`src/hw/rtl/u8u16_pkg.sv`:
```
// Shared types and constants for the UTF-8 to UTF-16 transcoder.
// Used by the front decoder, the entry queue, the back end and the top level.
// No dependencies.
package u8u16_pkg;

  // Result status codes
  typedef enum logic [2:0] {
    StOk         = 3'd0,
    StBadLead    = 3'd1,
    StIncomplete = 3'd2,
    StInvalid    = 3'd3,
    StOverlong   = 3'd4
  } status_e;

  localparam int unsigned CpWidth      = 21;
  localparam int unsigned DataWidth    = 20;
  localparam int unsigned OffsetWidth  = 32;
  localparam int unsigned UnitWidth    = 16;
  localparam int unsigned QueueDepthDefault = 2;

  localparam logic [CpWidth-1:0] BmpMax       = 21'h00FFFF;
  localparam logic [CpWidth-1:0] CpMax        = 21'h10FFFF;
  localparam logic [CpWidth-1:0] SurrogateLo  = 21'h00D800;
  localparam logic [CpWidth-1:0] SurrogateHi  = 21'h00DFFF;
  localparam logic [CpWidth-1:0] OneByteMax   = 21'h00007F;
  localparam logic [CpWidth-1:0] TwoByteMax   = 21'h0007FF;
  localparam logic [CpWidth-1:0] SuppBase     = 21'h010000;
  localparam logic [5:0]         LeadPrefix   = 6'b110110;
  localparam logic [5:0]         TrailPrefix  = 6'b110111;

  // One classified entry handed from the front to the back end.
  // For a single unit, data holds the unit in its low 16 bits; for a pair,
  // data holds the code point less 0x10000.
  typedef struct packed {
    logic                   pair;
    logic [DataWidth-1:0]   data;
    status_e                status;
    logic [OffsetWidth-1:0] offset;
  } entry_t;

endpackage

```
`src/hw/rtl/u8u16_front.sv`:
```
// Front decoder: takes one UTF-8 byte per beat and classifies sequences.
// Emits one entry per completed sequence or error into the entry queue.
// Depends on u8u16_pkg.
module u8u16_front (
  input  logic                  clk_i,
  input  logic                  rst_ni,
  input  logic                  accept_i,
  input  logic [7:0]            byte_value_i,
  input  logic                  stream_end_i,
  output logic                  push_o,
  output u8u16_pkg::entry_t     entry_o
);

  logic [u8u16_pkg::CpWidth-1:0]     partial_q, partial_d;
  logic [1:0]                        remaining_q, remaining_d;
  logic [2:0]                        seq_len_q, seq_len_d;
  logic [u8u16_pkg::OffsetWidth-1:0] byte_pos_q, byte_pos_d;
  logic [u8u16_pkg::OffsetWidth-1:0] seq_start_q, seq_start_d;

  logic                          idle;
  logic [u8u16_pkg::CpWidth-1:0] cp;
  logic [u8u16_pkg::CpWidth-1:0] supp;
  logic [2:0]                    enc_len;
  logic                          err;
  logic                          done;
  u8u16_pkg::status_e            err_status;

  assign idle = (remaining_q == 2'd0);

  // Decode the byte against the open sequence
  always_comb begin
    partial_d   = partial_q;
    remaining_d = remaining_q;
    seq_len_d   = seq_len_q;
    seq_start_d = seq_start_q;
    err         = 1'b0;
    done        = 1'b0;
    err_status  = u8u16_pkg::StOk;
    if (idle) begin
      seq_start_d = byte_pos_q;
      if (byte_value_i[7] == 1'b0) begin
        seq_len_d   = 3'd1;
        remaining_d = 2'd0;
        partial_d   = {13'd0, byte_value_i};
      end else if (byte_value_i[7:5] == 3'b110) begin
        seq_len_d   = 3'd2;
        remaining_d = 2'd1;
        partial_d   = {16'd0, byte_value_i[4:0]};
      end else if (byte_value_i[7:4] == 4'b1110) begin
        seq_len_d   = 3'd3;
        remaining_d = 2'd2;
        partial_d   = {17'd0, byte_value_i[3:0]};
      end else if (byte_value_i[7:3] == 5'b11110) begin
        seq_len_d   = 3'd4;
        remaining_d = 2'd3;
        partial_d   = {18'd0, byte_value_i[2:0]};
      end else begin
        err        = 1'b1;
        err_status = u8u16_pkg::StBadLead;
      end
    end else if (byte_value_i[7:6] != 2'b10) begin
      err        = 1'b1;
      err_status = u8u16_pkg::StIncomplete;
    end else begin
      partial_d   = {partial_q[14:0], byte_value_i[5:0]};
      remaining_d = remaining_q - 2'd1;
    end
    // Open sequence cut off by stream end
    if (!err && remaining_d != 2'd0 && stream_end_i) begin
      err        = 1'b1;
      err_status = u8u16_pkg::StIncomplete;
    end
    if (!err && remaining_d == 2'd0) begin
      done = 1'b1;
    end
  end

  assign cp   = partial_d;
  assign supp = cp - u8u16_pkg::SuppBase;

  // Length of the shortest form of the code point
  always_comb begin
    if (cp <= u8u16_pkg::OneByteMax) begin
      enc_len = 3'd1;
    end else if (cp <= u8u16_pkg::TwoByteMax) begin
      enc_len = 3'd2;
    end else if (cp <= u8u16_pkg::BmpMax) begin
      enc_len = 3'd3;
    end else begin
      enc_len = 3'd4;
    end
  end

  // Build the queue entry
  always_comb begin
    entry_o.pair   = 1'b0;
    entry_o.data   = '0;
    entry_o.status = err_status;
    entry_o.offset = seq_start_d;
    if (done) begin
      if ((cp >= u8u16_pkg::SurrogateLo && cp <= u8u16_pkg::SurrogateHi) ||
          cp > u8u16_pkg::CpMax) begin
        entry_o.status = u8u16_pkg::StInvalid;
      end else if (enc_len != seq_len_d) begin
        entry_o.status = u8u16_pkg::StOverlong;
      end else begin
        entry_o.status = u8u16_pkg::StOk;
        entry_o.offset = '0;
        if (cp <= u8u16_pkg::BmpMax) begin
          entry_o.data = {4'd0, cp[15:0]};
        end else begin
          entry_o.pair = 1'b1;
          entry_o.data = supp[u8u16_pkg::DataWidth-1:0];
        end
      end
    end
  end

  assign push_o = accept_i && (err || done);

  // Advance decoder state on each accepted beat
  always_ff @(posedge clk_i or negedge rst_ni) begin
    if (!rst_ni) begin
      partial_q   <= '0;
      remaining_q <= '0;
      seq_len_q   <= '0;
      byte_pos_q  <= '0;
      seq_start_q <= '0;
    end else if (accept_i) begin
      seq_start_q <= seq_start_d;
      if (err || done || stream_end_i) begin
        partial_q   <= '0;
        remaining_q <= '0;
        seq_len_q   <= '0;
      end else begin
        partial_q   <= partial_d;
        remaining_q <= remaining_d;
        seq_len_q   <= seq_len_d;
      end
      byte_pos_q <= byte_pos_d;
    end
  end

  assign byte_pos_d = stream_end_i ? '0 : byte_pos_q + 32'd1;

endmodule

```
`src/hw/rtl/u8u16_fifo.sv`:
```
// Short entry queue between the front decoder and the back end.
// Depth set by the Depth parameter (at least 2). Depends on u8u16_pkg.
module u8u16_fifo #(
  parameter int unsigned Depth = u8u16_pkg::QueueDepthDefault
) (
  input  logic              clk_i,
  input  logic              rst_ni,
  input  logic              push_i,
  input  u8u16_pkg::entry_t entry_i,
  output logic              full_o,
  input  logic              pop_i,
  output u8u16_pkg::entry_t entry_o,
  output logic              empty_o
);

  localparam int unsigned PtrW = (Depth > 1) ? $clog2(Depth) : 1;
  localparam int unsigned CntW = $clog2(Depth + 1);
  localparam logic [PtrW-1:0] LastPtr = PtrW'(Depth - 1);

  u8u16_pkg::entry_t mem_q [Depth];
  logic [PtrW-1:0] wr_ptr_q, rd_ptr_q;
  logic [CntW-1:0] count_q;
  logic            do_push, do_pop;

  assign full_o  = (count_q == CntW'(Depth));
  assign empty_o = (count_q == '0);
  assign do_push = push_i && !full_o;
  assign do_pop  = pop_i && !empty_o;
  assign entry_o = mem_q[rd_ptr_q];

  // Store pushed entries
  always_ff @(posedge clk_i) begin
    if (do_push) begin
      mem_q[wr_ptr_q] <= entry_i;
    end
  end

  // Advance pointers and fill count
  always_ff @(posedge clk_i or negedge rst_ni) begin
    if (!rst_ni) begin
      wr_ptr_q <= '0;
      rd_ptr_q <= '0;
      count_q  <= '0;
    end else begin
      if (do_push) begin
        wr_ptr_q <= (wr_ptr_q == LastPtr) ? '0 : wr_ptr_q + 1'b1;
      end
      if (do_pop) begin
        rd_ptr_q <= (rd_ptr_q == LastPtr) ? '0 : rd_ptr_q + 1'b1;
      end
      case ({do_push, do_pop})
        2'b10:   count_q <= count_q + 1'b1;
        2'b01:   count_q <= count_q - 1'b1;
        default: count_q <= count_q;
      endcase
    end
  end

endmodule

```
`src/hw/rtl/u8u16_back.sv`:
```
// Back end: expands queue entries into UTF-16 result beats.
// A supplementary code point gives a lead then a trail surrogate beat.
// Depends on u8u16_pkg.
module u8u16_back (
  input  logic                                   clk_i,
  input  logic                                   rst_ni,
  input  logic                                   empty_i,
  input  u8u16_pkg::entry_t                      entry_i,
  output logic                                   pop_o,
  output logic                                   out_valid_o,
  input  logic                                   out_ready_i,
  output logic [u8u16_pkg::UnitWidth-1:0]        code_unit_o,
  output logic [2:0]                             status_o,
  output logic [u8u16_pkg::OffsetWidth-1:0]      error_offset_o,
  output logic                                   last_of_run_o
);

  logic                                 valid_q;
  logic                                 trail_pend_q;
  logic [9:0]                           trail_q;
  logic [u8u16_pkg::UnitWidth-1:0]      unit_q;
  u8u16_pkg::status_e                   status_q;
  logic [u8u16_pkg::OffsetWidth-1:0]    offset_q;
  logic                                 last_q;
  logic                                 slot_free;

  assign slot_free = !valid_q || out_ready_i;
  assign pop_o     = slot_free && !trail_pend_q && !empty_i;

  // Load the output register with the next beat
  always_ff @(posedge clk_i or negedge rst_ni) begin
    if (!rst_ni) begin
      valid_q      <= 1'b0;
      trail_pend_q <= 1'b0;
      trail_q      <= '0;
      unit_q       <= '0;
      status_q     <= u8u16_pkg::StOk;
      offset_q     <= '0;
      last_q       <= 1'b0;
    end else if (slot_free) begin
      if (trail_pend_q) begin
        valid_q      <= 1'b1;
        trail_pend_q <= 1'b0;
        unit_q       <= {u8u16_pkg::TrailPrefix, trail_q};
        status_q     <= u8u16_pkg::StOk;
        offset_q     <= '0;
        last_q       <= 1'b1;
      end else if (!empty_i) begin
        valid_q  <= 1'b1;
        status_q <= entry_i.status;
        offset_q <= entry_i.offset;
        if (entry_i.pair) begin
          trail_pend_q <= 1'b1;
          trail_q      <= entry_i.data[9:0];
          unit_q       <= {u8u16_pkg::LeadPrefix, entry_i.data[19:10]};
          last_q       <= 1'b0;
        end else begin
          unit_q <= entry_i.data[u8u16_pkg::UnitWidth-1:0];
          last_q <= 1'b1;
        end
      end else begin
        valid_q <= 1'b0;
      end
    end
  end

  assign out_valid_o    = valid_q;
  assign code_unit_o    = unit_q;
  assign status_o       = status_q;
  assign error_offset_o = offset_q;
  assign last_of_run_o  = last_q;

endmodule

```
`src/hw/rtl/utf8_to_utf16_transcoder_unit.sv`:
```
// Channel | Handshake                  | Beat payload
// in      | in_valid_i / in_ready_o    | byte_value_i, stream_end_i
// out     | out_valid_o / out_ready_i  | code_unit_o, status_o, error_offset_o, last_of_run_o
//
// One byte is taken per cycle unless the entry queue between decoder and back end
// is full; each completed sequence or error is pushed to that queue, then loaded
// into the output register. A supplementary code point occupies that register
// as a lead then a trail surrogate beat; the queue absorbs this, and in_ready_o
// drops only when it is full. Reset (rst_ni low, asynchronous) empties the queue
// and returns the decoder to idle at stream offset 0. Depends on u8u16_pkg,
// u8u16_front, u8u16_fifo and u8u16_back.
module utf8_to_utf16_transcoder_unit #(
  parameter int unsigned QueueDepth = u8u16_pkg::QueueDepthDefault
) (
  input  logic                              clk_i,
  input  logic                              rst_ni,
  input  logic                              in_valid_i,
  output logic                              in_ready_o,
  input  logic [7:0]                        byte_value_i,
  input  logic                              stream_end_i,
  output logic                              out_valid_o,
  input  logic                              out_ready_i,
  output logic [u8u16_pkg::UnitWidth-1:0]   code_unit_o,
  output logic [2:0]                        status_o,
  output logic [u8u16_pkg::OffsetWidth-1:0] error_offset_o,
  output logic                              last_of_run_o
);

  logic              accept;
  logic              push, full, pop, empty;
  u8u16_pkg::entry_t push_entry, pop_entry;

  assign in_ready_o = !full;
  assign accept     = in_valid_i && in_ready_o;

  // Decode bytes into entries
  u8u16_front u_front (
    .clk_i        (clk_i),
    .rst_ni       (rst_ni),
    .accept_i     (accept),
    .byte_value_i (byte_value_i),
    .stream_end_i (stream_end_i),
    .push_o       (push),
    .entry_o      (push_entry)
  );

  // Hold entries between the two halves
  u8u16_fifo #(
    .Depth (QueueDepth)
  ) u_fifo (
    .clk_i   (clk_i),
    .rst_ni  (rst_ni),
    .push_i  (push),
    .entry_i (push_entry),
    .full_o  (full),
    .pop_i   (pop),
    .entry_o (pop_entry),
    .empty_o (empty)
  );

  // Expand entries into result beats
  u8u16_back u_back (
    .clk_i          (clk_i),
    .rst_ni         (rst_ni),
    .empty_i        (empty),
    .entry_i        (pop_entry),
    .pop_o          (pop),
    .out_valid_o    (out_valid_o),
    .out_ready_i    (out_ready_i),
    .code_unit_o    (code_unit_o),
    .status_o       (status_o),
    .error_offset_o (error_offset_o),
    .last_of_run_o  (last_of_run_o)
  );

endmodule

```
`config.mk`:
```
export PLATFORM = sky130hd
export DESIGN_NAME = utf8_to_utf16_transcoder_unit
export DESIGN_NICKNAME = d
export VERILOG_FILES = /design/src/hw/rtl/u8u16_pkg.sv /design/src/hw/rtl/u8u16_front.sv /design/src/hw/rtl/u8u16_fifo.sv /design/src/hw/rtl/u8u16_back.sv /design/src/hw/rtl/utf8_to_utf16_transcoder_unit.sv
export SDC_FILE = /design/constraint.sdc
export NUM_CORES = 1
export LEC_CHECK = 0
export BUFFER_PORTS_ARGS = -buffer_cell sky130_fd_sc_hd__buf_4
export CORE_ASPECT_RATIO = 0.8
export CORE_MARGIN = 5
export CORE_UTILIZATION = 28
export CTS_CLUSTER_SIZE = 40
export DETAILED_ROUTE_END_ITERATION = 7
export PLACE_DENSITY = 0.46
export SKIP_CTS_REPAIR_TIMING = 1
export SLEW_MARGIN = 15
export SYNTH_ARGS = -nofsm -noshare
export SYNTH_HDL_FRONTEND = slang
export SYNTH_SLANG_ARGS = --single-unit
export TNS_END_PERCENT = 50
```
`constraint.sdc`:
```
create_clock -name clk_i -period 5.81 [get_ports clk_i]
set_input_delay 0.581 -clock clk_i [delete_from_list [all_inputs] [get_ports clk_i]]
set_output_delay 0.581 -clock clk_i [all_outputs]
set_load 0.01 [all_outputs]
```
* Word-level counts from Yosys, hierarchy flattened
Memory sizes are Yosys's and may differ from the RTL's.
Cells that the tools add are included.
** Operators by class
- Bitwise gates (word level) :: 2
- Equal/unequal tests :: 9
- Add/subtract/negate cells :: 7
- Mux-type cells :: 69
- Reductions and logical operators :: 27
- Magnitude comparators :: 6
** Operators with widths (count)
- 32-bit 2-to-1 mux :: 6
- 21-bit 2-to-1 mux :: 9
- 56-bit 2-to-1 mux :: 1
- 3-bit 2-to-1 mux :: 18
- 16-bit 2-to-1 mux :: 3
- 21-bit by 16-bit less-or-equal comparator with 1-bit output, second input constant :: 2
- 32-bit by 1-bit adder with 32-bit output, second input constant :: 1
- 1-bit 2-to-1 mux :: 22
- 21-bit by 16-bit greater-or-equal comparator with 1-bit output, second input constant :: 1
- 21-bit greater-than comparator, second input constant :: 1
- 21-bit by 11-bit less-or-equal comparator with 1-bit output, second input constant :: 1
- 21-bit by 7-bit less-or-equal comparator with 1-bit output, second input constant :: 1
- 20-bit 2-to-1 mux :: 1
- 20-bit by 17-bit subtractor with 20-bit output, second input constant :: 1
- 2-bit 2-to-1 mux :: 8
- 1-bit logical AND :: 10
- 1-bit logical NOT :: 6
- 2-bit logical NOT :: 3
- 5-bit equality test, second input constant :: 1
- 2-bit equality test, second input constant :: 2
- 4-bit equality test, second input constant :: 1
- 1-bit logical OR :: 4
- 2-bit != test, second input constant :: 2
- 2-bit one-hot mux with 2 select lines :: 1
- other kinds (10) :: 14
** Storage, ports and cells
- Bits in registers :: 158
- Output and inout port bits :: 54
- Memories :: 1
- RAM bits :: 112
** Memory list
- u_fifo.mem_q :: depth 2, bits a word 56, read ports 1, clocked after memory_dff 0, write ports 1, line u8u16_fifo.sv:20 : u8u16_pkg::entry_t mem_q [Depth];

* Logic depth before layout (Yosys ltp)
- Depth after elaboration :: 18
- Mapped depth :: 16

* By module
A second synthesis with hierarchy kept.
** Unflattened totals
- Cell total of the unflattened synthesis :: 1020
- Area total of the unflattened synthesis :: 12674.7 µm²
** By module, submodules not included
- u8u16_front :: instances 1, cells an instance 633, area each 5708.0 µm²
- u8u16_fifo :: instances 1, cells an instance 192, area each 4355.4 µm²
- u8u16_back :: instances 1, cells an instance 193, area each 2601.2 µm²
- utf8_to_utf16_transcoder_unit :: instances 1, cells an instance 2, area each 10.0 µm²

* Worst setup path after synthesis
OpenSTA, ideal clock, no wires.
- Kind :: flip-flop to flip-flop
- Start point :: register u_front.remaining_q[0]
- End point :: memory u_fifo.mem_q[0][0] (netlist bit) (enable)
- Stages on the path, launching flop included :: 13
- Period minus slack after synthesis :: 4983 ps
- Data arrival time :: 4513 ps
- Slack :: 827 ps
- Setup time :: 470 ps
- Path buffers :: 3
- Data required time :: 5340 ps
- Cell sequence :: dfrtp_1 -> inv_1 -> ha_1 -> buf_2 -> buf_2 -> buf_1 -> nor2_1 -> o21ai_0 -> a221oi_1 -> a211o_1 -> nand2_1 -> nand2_1 -> nor2_1
** Between the ends
- Cells in the longest elaborated chain, start to end :: 17
- Elaborated cells on any way between the ends :: 23
- Those cells by class :: add/sub: 1; mux: 11; reduce/logical: 11
** RTL lines
- start, declared :: line u8u16_front.sv:15 : logic [1:0] remaining_q, remaining_d;
- start signal, assigned :: line u8u16_front.sv:137 : remaining_q <= remaining_d;
- 2-bit 2-to-1 mux :: line u8u16_front.sv:53 : end else if (byte_value_i[7:3] == 5'b11110) begin
- 2-bit 2-to-1 mux :: line u8u16_front.sv:49 : end else if (byte_value_i[7:4] == 4'b1110) begin
- 2-bit 2-to-1 mux :: line u8u16_front.sv:45 : end else if (byte_value_i[7:5] == 3'b110) begin
- 2-bit 2-to-1 mux :: line u8u16_front.sv:41 : if (byte_value_i[7] == 1'b0) begin
- 2-bit 2-to-1 mux :: line u8u16_front.sv:39 : if (idle) begin
- 2-bit nonzero test :: line u8u16_front.sv:69 : if (!err && remaining_d != 2'd0 && stream_end_i) begin
- 1-bit logical AND (2 in series) :: line u8u16_front.sv:69
- 1-bit 2-to-1 mux :: line u8u16_front.sv:69
- 1-bit logical NOT :: line u8u16_front.sv:73 : if (!err && remaining_d == 2'd0) begin
- 1-bit logical AND :: line u8u16_front.sv:73
- 1-bit 2-to-1 mux :: line u8u16_front.sv:73
- 1-bit logical OR * :: line u8u16_front.sv:119 : assign push_o = accept_i && (err || done);
- 1-bit logical AND * :: line u8u16_front.sv:119
- 1-bit logical AND * :: line u8u16_fifo.sv:27 : assign do_push = push_i && !full_o;
- 1-bit 2-to-1 mux * :: line u8u16_fifo.sv:33 : if (do_push) begin
- 1-bit 2-to-1 mux (not written as such) * :: line u8u16_fifo.sv:34 : mem_q[wr_ptr_q] <= entry_i;
- end, declared :: line u8u16_fifo.sv:20
Mark *: on every way between the ends. The rest lies on a longest branch, timed or not.

==> results.tsv <==
stage	metric	value	unit
critical_path	CP Launch Type	flop	
die	die height	197	um
finish	fraction of layout cells with a size suffix above 1	15.9	%
critical_path	crit path cell chain	inv_1 > ha_2 > or3b_1 > o211ai_2 > a221o_1 > or3b_1 > nor3_2 > mux2_1 > nand4bb_1 > a31oi_4 > buf_4 > nor2b_1	
critical_path	cell mode on critical path	or3b_1	
critical_path	r2r setup slk	1.34	ns
cts	CTS tree	built	
critical_path	CP Capture Type	flop	
logic_synthesis	synth unique cells	66	
cts	H-tree Lvls	1	
logic_synthesis	Cell Area, Synth	0.0122	mm2
critical_path	Reg-to-Reg Start	u_front.remaining_q[0]$_DFFE_PN0P_	
finish	area delta synth->final	16.9	%
hold_path	Hold Path Stages	2	
run	max_cap viols	0	
die	die width	244	um
logic_synthesis	syn_area_per_cell	11.7	um2
power	power per cell area	448	mW/mm2
die	core area	0.0431	mm2
detailed_routing	Via Count	8078	
sta	min Tclk post-route	4.47	ns
hold_path	hold crit path type	input pin to flop	
logic_synthesis	number of enable flip-flop cells after synthesis	112	
sta	setup violators final	0	
sta	period utilization	77.0	%
power	Clk pwr share	28.7	%
global_route	gr usage total	12.6	%
cts	CTS Buf Count	31	
die	die area	0.0480	mm2
place	GP Congestion	0.850	
global_route	total grt overflow	0	
power	register share of total power	43.6	%
sta	RSZ-0062 raised after global routing	false	
die	std cell rows	68	
detailed_routing	DRT Pass-1 Iters	5	
hold_path	min-delay src	byte_value_i[1]	
global_route	largest net degree at the start of global routing	68	
detailed_routing	DR WL/cell	18.0	um
cts	Clock Path Buffers	3	
finish	Fillers	4297	
logic_synthesis	Post-Synthesis Cells	1048	
sta	final hold viol count	0	
detailed_routing	Vias per Instance	4.80	
logic_synthesis	Post-Syn Nets	1066	
critical_path	slowest library cell on the worst path	or3b_1	
logic_synthesis	ys async rst share	58.5	%
detailed_routing	# DRC	0	
finish	Final Net Count	1116	
detailed_routing	DRC marker count from the first detailed-route iteration	586	
critical_path	CP Max Fanout	32	
run_status	status	finished clean	
die	Initial Util	28.3	%
hold_path	Hold EP	u_front.partial_q[1]$_DFFE_PN0P_	
global_route	vias in the first global route	8044	
place	IO buf count	66	
critical_path	r2r endpoint	u_fifo.mem_q[0][39]$_DFFE_PP_	
power	Sw Share	33.2	%
die	Ports	67	
global_route	first-pass GRT wire length	48.6	mm
cts	CTS Root Cell	clkbuf_16	
place	DP HPWL	19.8	mm
power	switching pwr	0.00213	W
cts	clk sinks	270	
logic_synthesis	post-synthesis sequential area ratio	59.9	%
power	P_leak	6.03	nW
power	internal power	0.00428	W
sta	Worst Skew	0.0129	ns
detailed_routing	Routed WL	30.4	mm
critical_path	Crit path arrival time	4.87	ns
critical_path	R2R depth	12	
sta	max-slew violation count	0	
power	VDD IR max	0.000250	V
sta	slew margin rel.	36.0	%
logic_synthesis	top_reg_cell synth	dfrtp_1	
finish	final core occ	33.1	%
sta	pin slew with the least headroom to its limit	0.959	ns
power	Comb pwr share	27.7	%
sta	maximum clock rate	224	MHz
critical_path	crit path kind	flop to flop	
global_route	initial antenna violation count	1	
logic_synthesis	Yosys reg bits	270	
critical_path	CP required	6.21	ns
cts	clock transition at the registers of the reported paths	0.06	ns
finish	commonest non-fill, non-tap cell in the layout	dfrtp_1	
sta	setup TNS	0	ns
detailed_routing	Post-DRT Antenna Nets	0	
logic_synthesis	Ys Warns	0	
finish	most frequent cells in the layout	dfrtp_1, edfxtp_1, nand2_1, nor2_1, mux2i_1	
cts	Clock Latency Late Sink	0.56	ns
critical_path	CP max stage delay	0.57	ns
-- layout make-up --
cell class | count | area [um2] | area share (%)
Multi-Input combinational cell | 703 | 4620 | 32.3
Clock buffer | 45 | 868 | 6.08
Timing Repair Buffer | 82 | 647 | 4.53
Inverter | 10 | 37.5 | 0.263
Clock inverter | 13 | 92.6 | 0.648
Tap cell | 560 | 701 | 4.90
Sequential cell | 270 | 7320 | 51.2
Antenna cell | 1 | 2.50 | 0.0175
-- Yosys cell counts, drive strengths merged (10+ instances only) --
cell,instances,area [um2]
mux2i,92,921
nand2,95,357
a22o,15,131
xor2,16,140
buf,16,80.1
xnor2,13,114
o21ai,71,355
or3,10,62.6
and3,16,100
nand4,13,81.3
clkbuf,49,185
dfrtp,158,3950
inv,10,37.5
mux2,37,417
and2,13,81.3
edfxtp,112,3360
nand3,27,135
nor2b,26,163
a21oi,47,235
nor2,96,360
a211oi,19,143
-- sequential cells by signal (all words and copies together) (netlist names), 2 cells and up --
name and cells:
u_back.code_unit_o 16, u_back.error_offset_o 32, u_back.status_o 3, u_back.trail_q 10, u_fifo.count_q 2, u_fifo.mem_q 112
u_front.byte_pos_q 32, u_front.partial_q 21, u_front.remaining_q 2, u_front.seq_len_q 3, u_front.seq_start_q 32
-- cell families after synthesis --
| family | after synthesis | synth area share [%] |
|---|---|---|
| compound gates | 208 | 11.0 |
| xor+xnor | 29 | 2.08 |
| fa+ha+maj | 5 | 0.512 |
| buf+inv | 75 | 2.48 |
| flops | 270 | 59.9 |
| mux | 129 | 10.9 |
| simple gates | 332 | 13.1 |
-- through the flow --
stage / std cells / setup WS, ns / hold slack, ns / total power, W / area, um2
floorplan: 1048 / 0.827 / 0.285 / 0.00388 / 12200
global placement: 1624 / 1.47 / 0.463 / 0.00464 / 13300
detailed placement: 1624 / 1.37 / 0.470 / 0.00465 / 13300
CTS: 1682 / 1.35 / -0.112 / 0.00653 / 14300
global route: 1683 / 0.991 / 0.255 / 0.00681 / 14300
finish: 1684 / 1.34 / 0.273 / 0.00641 / 14300
-- worst max path at each step --
stage | startpoint | end | slack, ns
finish | u_front.remaining_q[0]$_DFFE_PN0P_ | u_fifo.mem_q[0][39]$_DFFE_PP_ | 1.34
global route | u_front.remaining_q[1]$_DFFE_PN0P_ | u_fifo.mem_q[0][36]$_DFFE_PP_ | 0.99
floorplan | u_front.remaining_q[0]$_DFFE_PN0P_ | u_fifo.mem_q[0][0]$_DFFE_PP_ | 0.83
global placement | u_front.remaining_q[0]$_DFFE_PN0P_ | u_fifo.mem_q[0][25]$_DFFE_PP_ | 1.47
CTS | u_front.remaining_q[0]$_DFFE_PN0P_ | u_fifo.mem_q[0][36]$_DFFE_PP_ | 1.35
detailed placement | u_front.remaining_q[0]$_DFFE_PN0P_ | u_fifo.mem_q[0][26]$_DFFE_PP_ | 1.37
-- layer usage --
metal | wire length [um] | track usage, %
met1 | 16000 | 19.8
met2 | 12300 | 17.9
met3 | 1490 | 2.52
met4 | 544 | 2.40
met5 | 0 | 0
-- worst max-delay path: cells and delay by family, from the launching register on --
family / cells / cell delay [ns]
simple gates: 5 / 1.71
compound gates: 3 / 0.95
buf+inv: 2 / 0.43
mux: 1 / 0.43
flops: 1 / 0.38
fa+ha+maj: 1 / 0.38
-- power groups by stage --
stage                     Clock (W)  Sequential (W)  Combinational (W)
after floorplan                   0         0.00278            0.00110
after global placement            0         0.00283            0.00181
after detailed placement          0         0.00284            0.00182
after CTS                   0.00190         0.00280            0.00182
after global routing        0.00198         0.00286            0.00197
final                       0.00184         0.00279            0.00177
Power figures use the tool's default switching activity.
